[config.mk]
export PLATFORM = sky130hd
export DESIGN_NAME = periodic_timer_table
export DESIGN_NICKNAME = d
export VERILOG_FILES = /design/src/rtl/core/ptt_pkg.sv /design/src/rtl/core/ptt_ram.sv /design/src/rtl/core/periodic_timer_table.sv
export SDC_FILE = /design/constraint.sdc
export NUM_CORES = 1
export LEC_CHECK = 0
export ABC_AREA = 1
export BUFFER_PORTS_ARGS = -buffer_cell sky130_fd_sc_hd__buf_2
export CORE_MARGIN = 3
export CORE_UTILIZATION = 55
export CTS_BUF_LIST = sky130_fd_sc_hd__clkbuf_4 sky130_fd_sc_hd__clkbuf_8 sky130_fd_sc_hd__clkbuf_16
export CTS_CLUSTER_DIAMETER = 150
export DETAILED_ROUTE_END_ITERATION = 8
export PLACE_DENSITY = 0.71
export RECOVER_POWER = 25
export SYNTH_ARGS = -nofsm -noshare
export SYNTH_HDL_FRONTEND = slang
export SYNTH_SLANG_ARGS = --single-unit
[constraint.sdc]
create_clock -name clk -period 11.45 [get_ports clk]
set_input_delay 0 -clock clk [delete_from_list [all_inputs] [get_ports clk]]
set_output_delay 0 -clock clk [all_outputs]
set_load 0.05 [all_outputs]
[src/rtl/core/ptt_pkg.sv]
// ----------------------------------------------------------------------------
// ptt_pkg
// Types, codes and constants shared by the periodic timer table and its RAM.
// ----------------------------------------------------------------------------
package ptt_pkg;

	localparam int MAX_TIMERS_DEF = 8;
	localparam int MAX_RESULTS    = 8;

	typedef enum logic [1:0] {
		KIND_SET    = 2'd0,
		KIND_REMOVE = 2'd1,
		KIND_TICK   = 2'd2
	} kind_t;

	typedef enum logic [1:0] {
		STATUS_OK       = 2'd0,
		STATUS_DISABLED = 2'd1,
		STATUS_FULL     = 2'd2
	} status_t;

	typedef enum logic [2:0] {
		S_IDLE,
		S_SEARCH,
		S_SHIFT,
		S_TICK,
		S_RESP
	} state_t;

	typedef struct packed {
		kind_t       kind;
		logic [7:0]  timer_handle;
		logic [31:0] delay;
	} cmd_t;

	typedef struct packed {
		status_t    status;
		logic       fired;
		logic [7:0] fired_handle;
		logic       last;
	} rsp_t;

	typedef struct packed {
		logic [7:0]  handle;
		logic [31:0] countdown;
		logic [31:0] reload;
	} entry_t;

	function automatic int addr_bits(input int n);
		return (n > 1) ? $clog2(n) : 1;
	endfunction

endpackage

[src/rtl/core/ptt_ram.sv]
// ----------------------------------------------------------------------------
// ptt_ram
// Generic single-write, single-read RAM with a registered read port.
// ----------------------------------------------------------------------------
module ptt_ram #(
	parameter int WIDTH = 8,
	parameter int DEPTH = 8
) (
	input  logic                                 clk,
	input  logic                                 we,
	input  logic [ptt_pkg::addr_bits(DEPTH)-1:0] waddr,
	input  logic [WIDTH-1:0]                     wdata,
	input  logic                                 re,
	input  logic [ptt_pkg::addr_bits(DEPTH)-1:0] raddr,
	output logic [WIDTH-1:0]                     rdata
);
	import ptt_pkg::*;

	logic [WIDTH-1:0] mem [DEPTH];

	always_ff @(posedge clk) begin
		if (we) begin
			mem[waddr] <= wdata;
		end
	end

	// Read data holds while no read is issued.
	always_ff @(posedge clk) begin
		if (re) begin
			rdata <= mem[raddr];
		end
	end

endmodule

[src/rtl/core/periodic_timer_table.sv]
// ----------------------------------------------------------------------------
// periodic_timer_table
// Packed table of periodic timers, walked through a RAM one slot per cycle unless a tick holds on a stalled response.
// ----------------------------------------------------------------------------
// Handles, countdowns and reload values live in one RAM with a single read
// and a single write port, and occupied slots are packed from slot 0. One
// command is processed at a time. A set or remove searches the table one slot
// per cycle; a remove that hits shifts the later slots down while it finishes
// the walk. A tick walks all occupied slots and holds its walk while a reported
// firing waits on a stalled response side. Each tick reports at most eight
// fired handles, in slot order, as separate beats; the last beat of every
// command carries last. No clearing pass is needed after reset, since only
// slots below the entry count are ever read.
module periodic_timer_table #(
	parameter int MAX_TIMERS = ptt_pkg::MAX_TIMERS_DEF
) (
	input  logic          clk,
	input  logic          arst_n,
	input  logic          cfg_valid,
	output logic          cfg_ready,
	input  logic          cfg_data,
	input  logic          cmd_valid,
	output logic          cmd_stall,
	input  ptt_pkg::cmd_t cmd,
	output logic          rsp_valid,
	input  logic          rsp_stall,
	output ptt_pkg::rsp_t rsp
);
	import ptt_pkg::*;

	localparam int AW = addr_bits(MAX_TIMERS);
	localparam int CW = $clog2(MAX_TIMERS + 1);
	localparam int NW = $clog2(MAX_RESULTS + 1);
	localparam int EW = $bits(entry_t);

	state_t         state_q, state_d;
	logic           enabled_q;
	cmd_t           cmd_q, cmd_d;
	rsp_t           res_q, res_d;
	logic           pend_q, pend_d;
	logic [NW-1:0]  n_q, n_d;
	logic [CW-1:0]  count_q, count_d;
	logic [CW-1:0]  rd_idx_q, rd_idx_d;
	logic           vld_s1, vld_d;
	logic [AW-1:0]  idx_s1, idx_d;

	logic           rsp_valid_q;
	rsp_t           rsp_q;
	logic           push;
	rsp_t           push_data;

	logic           ram_we, ram_re;
	logic [AW-1:0]  ram_waddr, ram_raddr;
	entry_t         wr_entry, rd_entry;
	logic [EW-1:0]  ram_wdata, ram_rdata;

	logic           cmd_acc;
	logic           can_push;
	logic           walk_done;
	logic           hit;
	logic           tick_fire;
	logic           tick_report;
	logic           walk_hold;

	ptt_ram #(
		.WIDTH (EW),
		.DEPTH (MAX_TIMERS)
	) u_table (
		.clk   (clk),
		.we    (ram_we),
		.waddr (ram_waddr),
		.wdata (ram_wdata),
		.re    (ram_re),
		.raddr (ram_raddr),
		.rdata (ram_rdata)
	);

	assign ram_wdata = wr_entry;
	assign rd_entry  = entry_t'(ram_rdata);

	assign cfg_ready = 1'b1;
	assign cmd_stall = (state_q != S_IDLE);
	assign cmd_acc   = cmd_valid && (state_q == S_IDLE);
	assign rsp_valid = rsp_valid_q;
	assign rsp       = rsp_q;
	assign can_push  = !rsp_valid_q || !rsp_stall;

	assign walk_done   = !vld_s1 && (rd_idx_q >= count_q);
	assign hit         = vld_s1 && (rd_entry.handle == cmd_q.timer_handle);
	assign tick_fire   = vld_s1 && (rd_entry.countdown == 32'd0);
	assign tick_report = tick_fire && (n_q < NW'(MAX_RESULTS));
	// A new firing pushes out the one held back, which then is known not last.
	assign walk_hold   = (state_q == S_TICK) && tick_report && pend_q && !can_push;

	// Next state.
	always_comb begin
		state_d = state_q;
		case (state_q)
			S_IDLE: begin
				if (cmd_acc) begin
					case (cmd.kind)
						KIND_SET, KIND_REMOVE: begin
							if (!enabled_q || cmd.timer_handle == 8'd0) begin
								state_d = S_RESP;
							end else begin
								state_d = S_SEARCH;
							end
						end
						KIND_TICK: state_d = S_TICK;
						default:   state_d = S_RESP;
					endcase
				end
			end
			S_SEARCH: begin
				if (hit) begin
					state_d = (cmd_q.kind == KIND_SET) ? S_RESP : S_SHIFT;
				end else if (walk_done) begin
					state_d = S_RESP;
				end
			end
			S_SHIFT, S_TICK: begin
				if (walk_done) begin
					state_d = S_RESP;
				end
			end
			S_RESP: begin
				if (can_push) begin
					state_d = S_IDLE;
				end
			end
			default: state_d = S_IDLE;
		endcase
	end

	// Datapath and outputs. Reads always run ahead of writes during a walk,
	// so a slot is never read and written in the same cycle.
	always_comb begin
		cmd_d     = cmd_q;
		res_d     = res_q;
		pend_d    = pend_q;
		n_d       = n_q;
		count_d   = count_q;
		rd_idx_d  = rd_idx_q;
		vld_d     = vld_s1;
		idx_d     = idx_s1;
		ram_we    = 1'b0;
		ram_re    = 1'b0;
		ram_waddr = idx_s1;
		ram_raddr = rd_idx_q[AW-1:0];
		wr_entry  = rd_entry;
		push      = 1'b0;
		push_data = res_q;

		if (state_q == S_SEARCH || state_q == S_SHIFT
				|| (state_q == S_TICK && !walk_hold)) begin
			if (rd_idx_q < count_q) begin
				ram_re   = 1'b1;
				idx_d    = rd_idx_q[AW-1:0];
				rd_idx_d = rd_idx_q + CW'(1);
				vld_d    = 1'b1;
			end else begin
				vld_d = 1'b0;
			end
		end

		case (state_q)
			S_IDLE: begin
				if (cmd_acc) begin
					cmd_d = cmd;
					res_d = '{status: STATUS_OK, fired: 1'b0, fired_handle: 8'd0,
						last: 1'b1};
					if ((cmd.kind == KIND_SET || cmd.kind == KIND_REMOVE) && !enabled_q) begin
						res_d.status = STATUS_DISABLED;
					end
					rd_idx_d = '0;
					vld_d    = 1'b0;
					n_d      = '0;
					pend_d   = 1'b0;
				end
			end
			S_SEARCH: begin
				if (hit) begin
					if (cmd_q.kind == KIND_SET) begin
						ram_we    = 1'b1;
						ram_waddr = idx_s1;
						wr_entry  = '{handle: cmd_q.timer_handle, countdown: cmd_q.delay,
							reload: cmd_q.delay};
					end else begin
						rd_idx_d = CW'(idx_s1) + CW'(1);
						vld_d    = 1'b0;
					end
				end else if (walk_done && cmd_q.kind == KIND_SET) begin
					if (count_q < CW'(MAX_TIMERS)) begin
						ram_we    = 1'b1;
						ram_waddr = count_q[AW-1:0];
						wr_entry  = '{handle: cmd_q.timer_handle, countdown: cmd_q.delay,
							reload: cmd_q.delay};
						count_d   = count_q + CW'(1);
					end else begin
						res_d.status = STATUS_FULL;
					end
				end
			end
			S_SHIFT: begin
				if (vld_s1) begin
					ram_we    = 1'b1;
					ram_waddr = idx_s1 - AW'(1);
					wr_entry  = rd_entry;
				end
				if (walk_done) begin
					count_d = count_q - CW'(1);
				end
			end
			S_TICK: begin
				if (vld_s1 && !walk_hold) begin
					ram_we    = 1'b1;
					ram_waddr = idx_s1;
					wr_entry  = rd_entry;
					if (tick_fire) begin
						wr_entry.countdown = rd_entry.reload;
					end else begin
						wr_entry.countdown = rd_entry.countdown - 32'd1;
					end
					if (tick_report) begin
						n_d = n_q + NW'(1);
						if (pend_q) begin
							push           = 1'b1;
							push_data      = res_q;
							push_data.last = 1'b0;
						end
						res_d  = '{status: STATUS_OK, fired: 1'b1,
							fired_handle: rd_entry.handle, last: 1'b1};
						pend_d = 1'b1;
					end
				end
			end
			S_RESP: begin
				if (can_push) begin
					push      = 1'b1;
					push_data = res_q;
				end
			end
			default: ;
		endcase
	end

	always_ff @(posedge clk or negedge arst_n) begin
		if (!arst_n) begin
			state_q     <= S_IDLE;
			enabled_q   <= 1'b0;
			count_q     <= '0;
			vld_s1      <= 1'b0;
			pend_q      <= 1'b0;
			n_q         <= '0;
			rd_idx_q    <= '0;
			rsp_valid_q <= 1'b0;
		end else begin
			state_q  <= state_d;
			count_q  <= count_d;
			vld_s1   <= vld_d;
			pend_q   <= pend_d;
			n_q      <= n_d;
			rd_idx_q <= rd_idx_d;
			if (cfg_valid && cfg_ready) begin
				enabled_q <= cfg_data;
			end
			if (push) begin
				rsp_valid_q <= 1'b1;
			end else if (!rsp_stall) begin
				rsp_valid_q <= 1'b0;
			end
		end
	end

	always_ff @(posedge clk) begin
		cmd_q  <= cmd_d;
		res_q  <= res_d;
		idx_s1 <= idx_d;
		if (push) begin
			rsp_q <= push_data;
		end
	end

	a_count_bound: assert property (@(posedge clk) disable iff (!arst_n)
		count_q <= CW'(MAX_TIMERS))
		else $error("entry count exceeds table depth");

	a_no_rw_same_slot: assert property (@(posedge clk) disable iff (!arst_n)
		(ram_we && ram_re) |-> (ram_waddr != ram_raddr))
		else $error("table slot read and written in the same cycle");

	a_push_not_blocked: assert property (@(posedge clk) disable iff (!arst_n)
		push |-> can_push)
		else $error("response beat pushed over an unaccepted beat");

	a_report_bound: assert property (@(posedge clk) disable iff (!arst_n)
		n_q <= NW'(MAX_RESULTS))
		else $error("too many fired handles reported on one tick");

	a_cmd_starts_work: assert property (@(posedge clk) disable iff (!arst_n)
		cmd_acc |=> (state_q != S_IDLE))
		else $error("accepted command left the block idle");

endmodule
Word-level counts from Yosys, hierarchy flattened --
Memory sizes are Yosys's and may differ from the RTL's. A register that Yosys moved wholly into a read port is not among the register bits. Cells that the tools add are included.
Storage, ports and cells: RAM bits 576, word-level logic and storage cells 164, input port bits 48, output and inout bits 15, latch bits 0, ROM bits 0, register bits 88, memories kept 1
Memories:
- u_table.mem | words 8, bits a word 72, rd ports 1, clocked after memory_dff 1, wr ports 1, line ptt_ram.sv:19 | logic [WIDTH-1:0] mem [DEPTH];
Operators by class: shift-type cells 0, muxes and demuxes 75, $add $sub $neg 7, multipliers 0, equal/unequal tests 17, bitwise operators 0, order comparisons 4, div/mod/pow operators 0, reductions and logical operators 40
Operator list (count):
- 2-to-1 mux 72 bit | 4
- one-hot mux 72 bit (2 select lines) | 1
- 2-to-1 mux 64 bit | 1
- 2-to-1 mux 4 bit | 12
- 2-to-1 mux 12 bit | 3
- logical NOT 32 bit | 1
- 2-to-1 mux 32 bit | 1
- subtractor 32 x 1 -> 32 bit (second input constant) | 1
- 2-to-1 mux 3 bit | 10
- 2-to-1 mux 1 bit | 28
- one-hot mux 4 bit (2 select lines) | 3
- one-hot mux 10 bit (2 select lines) | 1
- adder 4 x 1 -> 4 bit (second input constant) | 3
- logical AND 1 bit | 12
- != test 2 bit (second input constant) | 6
- one-hot mux 3 bit (2 select lines) | 2
- one-hot mux 3 bit (4 select lines) | 1
- == test 8 bit | 1
- logical NOT 8 bit | 1
- less-than comparator 4 bit (second input constant) | 2
- != test 2 x 1 -> 1 bit (second input constant) | 4
- AND reduction 7 bit | 1
- == test 3 x 2 -> 1 bit (second input constant) | 2
- logical NOT 1 bit | 6
- 22 further kinds | 36

Logic depth before layout (Yosys ltp) --
Gate-level depths: netlist of run 1.
word-level depth 13, depth in mapped cells 16, depth with buffers taken out 14

By module --
A second synthesis of run 1 with hierarchy kept.
Unflattened totals: cell total of the unflattened synthesis 3815, area, all modules 35155.0 um2
Modules (own cells, without submodules):
- ptt_ram | area each 27286.2 um2, sequential area each 19458.7 um2, times used 1, cells each 2577
- periodic_timer_table | area each 7868.8 um2, sequential area each 2517.4 um2, times used 1, cells each 1238

Worst setup path after synthesis of run 1 --
OpenSTA, ideal clock, no wires.
path type reg2reg, start reg rd_idx_q[0], end mem u_table.mem[3][0] (netlist bit) (enable), stages on the path, launching flop included 16, library setup time 0.502 ns, data required time 10.948 ns, buffers on the path 4, period minus slack after synthesis 5.872 ns, setup slack 5.578 ns, data arrival time 5.370 ns, cells stage by stage dfrtp_1 > inv_1 > buf_2 > clkbuf_1 > clkbuf_1 > ha_1 > nand3_1 > nand3_1 > nand3_1 > buf_2 > nand2_1 > nand3_1 > nand2_1 > o21ai_0 > nand2_1 > nor2_1
On the way: longest elaborated chain between the ends 8, elaborated cells on any way between the ends 11, classes of those cells order compare (1); mux (8); reduce/logical (2)
Ends and longest elaborated chain:
- start: declaration | line periodic_timer_table.sv:43 | logic [CW-1:0] rd_idx_q, rd_idx_d;
- start signal: assignment | line periodic_timer_table.sv:263 | rd_idx_q <= rd_idx_d;
- greater-or-equal comparator 4 bit (*) | line periodic_timer_table.sv:88 | assign walk_done = !vld_s1 && (rd_idx_q >= count_q);
- logical AND 1 bit (*) | line periodic_timer_table.sv:88
- logical AND 1 bit (*) | line periodic_timer_table.sv:192 | end else if (walk_done && cmd_q.kind == KIND_SET) begin
- 2-to-1 mux 1 bit | line periodic_timer_table.sv:192
- 2-to-1 mux 1 bit | line periodic_timer_table.sv:182 | if (hit) begin
- one-hot mux 1 bit (3 select lines) | line periodic_timer_table.sv:166 | case (state_q)
- 2-to-1 mux 1 bit | line ptt_ram.sv:22 | if (we) begin
- 2-to-1 mux 1 bit (implied by the code) | line ptt_ram.sv:23 | mem[waddr] <= wdata;
- end: declaration | line ptt_ram.sv:19
Mark *: on every way between the ends. The rest lies on a longest branch, timed or not.

Worst setup path after layout of run 1 --
start reg state_q[2], end mem u_table.mem[4][27] (netlist bit) (enable)
On the way: longest elaborated chain between the ends 10, elaborated cells on any way between the ends 13, classes of those cells eq/ne (3); mux (5); reduce/logical (5)
Ends and longest elaborated chain:
- start: declaration | line periodic_timer_table.sv:36 | state_t state_q, state_d;
- start signal: assignment | line periodic_timer_table.sv:258 | state_q <= state_d;
- == test 3 x 2 -> 1 bit | line periodic_timer_table.sv:93, periodic_timer_table.sv:166
- logical AND 1 bit (3 in a row) | line periodic_timer_table.sv:93 | assign walk_hold = (state_q == S_TICK) && tick_report && pend_q && !can_push;
- logical NOT 1 bit | line periodic_timer_table.sv:215 | if (vld_s1 && !walk_hold) begin
- logical AND 1 bit | line periodic_timer_table.sv:215
- 2-to-1 mux 1 bit | line periodic_timer_table.sv:215
- one-hot mux 1 bit (3 select lines) | line periodic_timer_table.sv:166
- 2-to-1 mux 1 bit | line ptt_ram.sv:22
- 2-to-1 mux 1 bit (implied by the code) | line ptt_ram.sv:23
Parallel ways exist; a longest one is shown, timed or not.

==> reports/results.tsv, run 1 <==
metric	value	unit
status	finished, violations left	
violated checks	max-capacitance violations, max-slew violations	
Synth Area in Adders	0.005347	
Num CTS Buffers	74	
CTS Root Cell	clkbuf_16	
Final GP Congestion	0.9515	
Die H	246.6	µm
worst vdd ir	0.0003067	V
WP data required	11.67	ns
vias in the first global route	21530	
final hold vios	0	
Layout area overhead	11.64	%
Die W	246.6	µm
total die area	0.06079	mm²
DR pass1 iterations	6	
Detailed Route Iter0 Violations	2696	
ys async rst share	0.02585	
Yosys reg bits	735	
post-synthesis simple-gate area fraction	0.1545	
Pins Over Slew Limit	465	
Synth Area in XOR/XNOR	0.007705	
ys flop type	edfxtp_1	
pin count of the biggest net entering global routing	198	
main area contributors after synthesis	edfxtp_1 68%, nor2_1 7.5%, o21ai_0 6.1%, nand2_1 4.3%, nand3_1 2.1%	
Final period util	0.6791	
IO Port Bufs	61	
clock tree skew after final layout	0.01787	ns
Yosys warning count	0	
post-synth top area cell	edfxtp_1	
num ports	63	
CTS tree	yes	
Critical Path Start Type	flop	
hold_ws	0.09204	ns
Final #Nets	3012	
Setup TNS	0	ns
Post-synth EDFFs	716	
PwrDens	246.8	mW/mm²
final wirelength	83160	µm
clock buffer depth	3	
Post-Syn Area	0.03183	mm²
worst slew pin tran	3.879	ns
Slew headroom	-1.586	
Routed Antenna Nets	0	
Crit path largest cell delay	1.59	ns
Mapped Avg Cell Area	10.99	µm²
most common cell after layout, fill and taps aside	edfxtp_1	
Synth Instances	2897	
Largest delay share family, worst path	buffers and inverters	
Final setup viols	0	
Starting Density	0.5601	
sequential cell area fraction in the yosys report	0.6905	
leak pwr	12.41	nW
Tmin final	7.776	ns
CP Buf/Inv Count	6	
Arr. time, crit path	8.00	ns
core area	0.05682	mm²
detailed placement HPWL	48400	µm
Clock Pin Slew Worst Setup and Hold Paths	0.07	ns
largest family of logic cells by synthesized area	simple AND/OR/NAND/NOR gates	
CTS HTree Levels	3	
share of post-route cells with drive strength above 1	0.07119	
Critical-path top delay cell	clkbuf_1	
Critical Path Most Common Cell	buf_4	
# diodes	0	
Vias/cell	5.959	
largest fanout on the critical path	44	
initial antenna violation count	0	
filler instances	4391	
Cell Chain, Critical Path	nor2_1 -> inv_1 -> nor2_4 -> buf_4 -> clkbuf_1 -> inv_1 -> nand2_1 -> nor2_1 -> a21oi_1 -> nand2_1 -> nor2_4 -> buf_4 -> buf_4	
max frequency	128.6	MHz
top cell type's share of synthesized area	0.6756	
routed length per instance	22.11	µm
Hold Path Class	input port to flop	
Setup crit end kind	flop	
most frequent cells in the layout	716 x edfxtp_1, 627 x nor2_1, 390 x o21ai_0, 370 x nand2_1, 134 x nand3_1	
CTS sink cnt	735	
first-pass GRT wire length	126200	µm
drt drc	0	
Compound-Gate Fraction of Synth Area	0.1036	
later-pin clock latency in the skew report	0.61	ns
RSZ-0062 raised after global routing	no	
multiplexer area fraction after synthesis	0.0003538	
CP Class	flop to flop	
via count	22420	
GRT Total Usage	0.2749	
Max-Cap Viols	9	
row cnt	87	
Synth Net Count	2958	
post-synthesis cell type count	43	
Remaining Overflow, GRT	0	
[routing by layer]
metal / wire length, µm / track usage / vias to the layer above
met5: 0 / 0 / -
met4: 2400 / 0.09064 / 0
met3: 6964 / 0.04647 / 168
met2: 39090 / 0.4374 / 1100
met1: 34710 / 0.3888 / 10830
li1: - / - / 10320
[flip-flops by register name (all words and copies together) (netlist names), 3 cells and up]
signal and count:
u_table.rdata 72, n_q 4, idx_s1 3, rd_idx_q 4, cmd_q 42, u_table.mem 576, state_q 3, res_q 11
count_q 4, rsp 12
[layout make-up]
| type | instances | area [µm²] | share of cell area |
|---|---|---|---|
| Clock inverter | 37 | 341.6 | 0.009613 |
| Multi-Input combinational cell | 1863 | 8667 | 0.2439 |
| Sequential cell | 735 | 21980 | 0.6185 |
| Clock buffer | 94 | 2085 | 0.05866 |
| Tap cell | 756 | 945.9 | 0.02662 |
| Inverter | 135 | 515.5 | 0.01451 |
| Timing Repair Buffer | 142 | 1002 | 0.02821 |
[what timing repair did]
item | CTS | global route
gates resized for setup | 0 | 0
hold buffers | 48 | 0
setup buffers | 0 | 0
endpoints found under the hold margin | 77 | 0
[cell families (layout without fill, tap and decap cells)]
family | count (synthesis) | in the layout
muxes | 1 | 1
other | 1 | 1
xor gates and xnor gates | 28 | 28
buffers and inverters | 299 | 408
AOI/OAI and AO/OA | 611 | 611
and+or+nand+nor | 1209 | 1209
adders and majority gates | 13 | 13
DFF | 735 | 735
[report_power, final]
| part | total (mW) | leakage (nW) | internal (mW) | switching (mW) |
|---|---|---|---|---|
| Clock | 2.40 | 1.21 | 1.42 | 0.978 |
| Combinational | 2.57 | 4.47 | 0.648 | 1.92 |
| Sequential | 3.80 | 6.73 | 3.62 | 0.189 |
[stage by stage]
step                      power (mW)    util  setup WS (ns)  cell area, µm²  cells
after floorplan                5.539       -          5.578           31830   2897
after global placement         6.295  0.5764          6.445           32750   3583
after detailed placement       6.360  0.5764          6.353           32750   3583
after CTS                      8.769  0.6275          6.336           35660   3762
after global routing           9.199  0.6253          3.259           35530   3762
final                          8.770  0.6253          3.674           35530   3762
[worst paths after layout]
path | slack, ns | cells after the start | start | endpoint
worst max-delay path | 3.67 | 13 | state_q[2] | u_table.mem[4][27]
worst min-delay path | 0.09 | 2 | cmd[15] | cmd_q[15]
worst max register to register | 3.67 | 13 | state_q[2] | u_table.mem[4][27]
worst min register to register | 0.42 | 0 | res_q[7] | rsp[7]
max in group asynchronous | 10.13 | 3 | arst_n | rd_idx_q[0]
min in group asynchronous | 0.70 | 3 | arst_n | pend_q
[cells in the mapped netlist, drive strengths merged (4+ instances only)]
| library cell | count |
|---|---|
| a21oi | 49 |
| a31oi | 73 |
| buf | 39 |
| clkbuf | 125 |
| dfrtp | 19 |
| edfxtp | 716 |
| ha | 12 |
| inv | 133 |
| nand2 | 376 |
| nand3 | 134 |
| nand4 | 30 |
| nor2 | 642 |
| nor3 | 19 |
| o211ai | 10 |
| o21a | 9 |
| o21ai | 393 |
| o22ai | 74 |
| or2 | 4 |
| xor2 | 26 |
(Power assumes the default switching activity.)
==> inputs of run 2 (changes only) <==
--- a/config.mk
+++ b/config.mk
@@ -5,14 +5,14 @@
 export SDC_FILE = /design/constraint.sdc
 export NUM_CORES = 1
 export LEC_CHECK = 0
-export ABC_AREA = 1
+export ABC_AREA = 0
 export BUFFER_PORTS_ARGS = -buffer_cell sky130_fd_sc_hd__buf_2
 export CORE_MARGIN = 3
 export CORE_UTILIZATION = 55
 export CTS_BUF_LIST = sky130_fd_sc_hd__clkbuf_4 sky130_fd_sc_hd__clkbuf_8 sky130_fd_sc_hd__clkbuf_16
 export CTS_CLUSTER_DIAMETER = 150
 export DETAILED_ROUTE_END_ITERATION = 8
-export PLACE_DENSITY = 0.71
+export PLACE_DENSITY = 0.74
 export RECOVER_POWER = 25
 export SYNTH_ARGS = -nofsm -noshare
 export SYNTH_HDL_FRONTEND = slang
==> constraint.sdc (replaced) <==
create_clock -name clk -period 7.05 [get_ports clk]
set_input_delay 0 -clock clk [delete_from_list [all_inputs] [get_ports clk]]
set_output_delay 0 -clock clk [all_outputs]
set_load 0.05 [all_outputs]
==> run 2 against run 1 <==
Against the previous run: the flow still finishes with violations (max-capacitance violations, max-slew violations); largest power group unchanged; largest cell class unchanged; sequential power up 61%; total power up 42%; register-to-register slack worse by 2.3 ns; non-clock buffer count down 5.
==> reports/results.tsv, run 2 <==
metric	value	unit	change
leak pwr	10.75	nW	was 12.41 nW
core area	0.05287	mm²	was 0.05682 mm²
Final #Nets	1760		was 3,012
GRT Total Usage	0.2418		was 0.2749
Die W	237.7	µm	was 246.6 µm
Hold Path Class	input port to flop		unchanged
main area contributors after synthesis	edfxtp_1 73%, mux4_2 11%, mux2_2 2.8%, nand2_1 2.0%, dfrtp_1 1.6%		was edfxtp_1 68%, nor2_1 7.5%, o21ai_0 6.1%, nand2_1 4.3%, nand3_1 2.1%
status	finished, violations left		unchanged
violated checks	max-capacitance violations, max-slew violations		unchanged
Clock Power Share	0.311		was 0.274
WP data required	7.46	ns	was 11.67 ns
vias in the first global route	16220		was 21.53k
ys async rst share	0.02585		unchanged
Setup crit end kind	flop		unchanged
Yosys warning count	0		unchanged
post-synth top area cell	edfxtp_1		unchanged
Remaining Overflow, GRT	0		unchanged
Mapped Avg Cell Area	18.86	µm²	was 10.99 µm²
clock tree skew after final layout	0.01961	ns	was 0.01787 ns
CTS Root Cell	clkbuf_16		unchanged
max frequency	177.4	MHz	was 128.6 MHz
routed length per instance	27.32	µm	was 22.11 µm
clock buffer depth	3		unchanged
Detailed Route Iter0 Violations	1736		was 2,696
Final GP Congestion	0.8361		was 0.9515
Critical Path Most Common Cell	clkbuf_1		was buf_4
Routed Antenna Nets	0		unchanged
CP Class	flop to flop		unchanged
Cell Chain, Critical Path	nor4_1 -> nand4_1 -> nor3_1 -> clkbuf_1 -> a21oi_1 -> clkbuf_1 -> nor2_2 -> a221o_1		was nor2_1 -> inv_1 -> nor2_4 -> buf_4 -> clkbuf_1 -> inv_1 -> nand2_1 -> nor2_1 -> a21oi_1 -> nand2_1 -> nor2_4 -> buf_4 -> buf_4
row cnt	84		was 87
met3 usage	0.05465		was 0.04647
most common cell after layout, fill and taps aside	edfxtp_1		unchanged
worst slew pin tran	3.219	ns	was 3.879 ns
later-pin clock latency in the skew report	0.61	ns	about the same
Slew headroom	-1.146		was -1.586
Post-Syn Area	0.02953	mm²	was 0.03183 mm²
GRT busiest layer	met2		unchanged
pin count of the biggest net entering global routing	73		was 198
Clock Pin Slew Worst Setup and Hold Paths	0.06	ns	was 0.07 ns
PwrDens	371.8	mW/mm²	was 246.8 mW/mm²
Post-synth EDFFs	716		unchanged
most instantiated cells after synthesis	716 x edfxtp_1, 161 x nand2_1, 144 x mux4_2		was 716 x edfxtp_1, 632 x nor2_1, 390 x o21ai_0
Die H	237.7	µm	was 246.6 µm
max FFs per register	576		unchanged
Final period util	0.7994		was 0.6791
largest fanout on the critical path	18		was 44
Synth Instances	1566		was 2,897
initial antenna violation count	0		unchanged
worst vdd ir	0.0002535	V	was 0.0003067 V
top cell type's share of synthesized area	0.7280		was 0.6756
filler instances	3522		was 4,391
CTS tree	yes		unchanged
drt drc	0		unchanged
final hold vios	0		unchanged
post-synthesis cell type count	75		was 43
sequential cell area fraction in the yosys report	0.7441		was 0.6905
Tmin final	5.636	ns	was 7.776 ns
Critical-path top delay cell	nor4_1		was clkbuf_1
CTS sink cnt	735		unchanged
Starting Density	0.5587		was 0.5601
first-pass GRT wire length	101100	µm	was 126,200 µm
IO Port Bufs	61		unchanged
largest registers	u_table.mem: 576 flops, u_table.rdata: 72 flops, cmd_q: 42 flops		unchanged
Critical Path Start Type	flop		unchanged
ys flop type	edfxtp_1		unchanged
met1 GRT Util	0.3423		was 0.3888
Layout area overhead	13.64	%	was 11.64%
Arr. time, crit path	6.05	ns	was 8.00 ns
share of post-route cells with drive strength above 1	0.2348		was 0.07119
num ports	63		unchanged
cts repair resizes	0		unchanged
via count	15690		was 22.42k
met2 Resource Use GR	0.3786		was 0.4374
pre-CTS setup slack	1.797	ns	was 6.353 ns
sw power	3.451	mW	was 3.085 mW
Synth Net Count	1627		was 2,958
Final setup viols	0		unchanged
Max-Cap Viols	4		was 9
DR pass1 iterations	7		was 6
# diodes	0		unchanged
detailed placement HPWL	36090	µm	was 48,400 µm
Yosys reg bits	735		unchanged
switching share of power	0.2766		was 0.3518
post-route setup slack	1.414	ns	was 3.674 ns
Pins Over Slew Limit	115		was 465
Reg power frac	0.489		was 0.434
most frequent cells in the layout	716 x edfxtp_1, 161 x nand2_1, 144 x mux4_2, 75 x clkbuf_16, 71 x mux2_2		was 716 x edfxtp_1, 627 x nor2_1, 390 x o21ai_0, 370 x nand2_1, 134 x nand3_1
final wirelength	66730	µm	was 83,160 µm
Vias/cell	6.422		was 5.959
hold_ws	0.09549	ns	was 0.09204 ns
RSZ-0062 raised after global routing	no		unchanged
top-count cell post-synth	edfxtp_1		unchanged
total die area	0.05652	mm²	was 0.06079 mm²
post-layout util	0.6349		was 0.6253
Comb power frac	0.200		was 0.293
Crit path largest cell delay	1.11	ns	was 1.59 ns
Top reg by flops	u_table.mem		unchanged
CTS HTree Levels	3		unchanged
Num CTS Buffers	71		was 74
P_int	9.027	mW	was 5.685 mW
## run 2: cell types whose count changed after synthesis, sizes merged, moves of 23 or more
cell,delta
nor2,-604
o21ai,-371
nand2,-214
mux4,+144
inv,-113
nand3,-107
clkbuf,-81
mux2,+72
a31oi,-69
o22ai,-69
a21oi,-25
nand4,-23
## run 2: final cells by class
| type | instances | area, µm² | area share |
|---|---|---|---|
| clock buffers | 99 | 2057 | 0.06129 |
| inverters | 20 | 76.32 | 0.002274 |
| repair buffers | 137 | 1013 | 0.03020 |
| multi-input cells | 734 | 7232 | 0.2155 |
| flip-flops and latches | 735 | 21990 | 0.6551 |
| clock inverters | 30 | 336.6 | 0.01003 |
| well taps | 688 | 860.8 | 0.02565 |
## run 2: path summary, 6_finish.rpt
path | start | to | slack, ns | cells after the start
max | u_table.rdata[42] | u_table.mem[7][46] | 1.41 | 8
min | cmd[1] | cmd_q[1] | 0.1 | 2
max reg2reg | u_table.rdata[42] | u_table.mem[7][46] | 1.41 | 8
min reg2reg | res_q[11] | rsp[11] | 0.42 | 0
max in group asynchronous | arst_n | rd_idx_q[1] | 5.60 | 3
min in group asynchronous | arst_n | n_q[3] | 0.72 | 3
## run 2: what timing repair did
item | in CTS | in global routing
hold buffers | 48 | 0
endpoints found under the hold margin | 71 | 0
setup buffers | 0 | 0
## run 2: critical path, delay by kind of cell, from the launching register on
kind | cells | cell delay (ns)
AO/OA/AOI/OAI | 2 | 0.59
AND/OR/NAND/NOR | 4 | 3.33
buffers and inverters | 2 | 1.01
flip-flops | 1 | 0.49
## run 2: stage by stage
| stage | cell area, µm² | instances | power [mW] | TNS, ns |
|---|---|---|---|---|
| 5_1_grt | 33560 | 2443 | 12.97 | 0 |
| 3_5_place_dp | 30780 | 2266 | 8.619 | 0 |
| 6_report | 33560 | 2443 | 12.48 | 0 |
| 3_3_place_gp | 30780 | 2266 | 8.539 | 0 |
| 2_1_floorplan | 29530 | 1566 | 7.834 | -29.10 |
| 4_1_cts | 33660 | 2443 | 12.51 | 0 |
## run 2: per-layer routing
metal	vias up	routed length (µm)
li1	6601	-
met1	8113	27010
met2	821	31930
met3	154	5825
met4	0	1968
met5	-	0
## run 2: kinds of logic after synthesis
kind of cell,synth area share
AND/OR/NAND/NOR,0.05461
XOR/XNOR,0.009786
AO/OA/AOI/OAI,0.03258
buffers and inverters,0.01305
other,0.0001270
multiplexers,0.1400
adder cells (fa/ha/maj),0.005761
flip-flops,0.7441
## run 2: power groups by stage
stage	logic, mW	clock network, mW	registers, mW
after global routing	2.72	4.12	6.14
after CTS	2.49	3.93	6.09
after detailed placement	2.45	0	6.17
final	2.50	3.88	6.10
after floorplan	1.81	0	6.02
after global placement	2.38	0	6.16
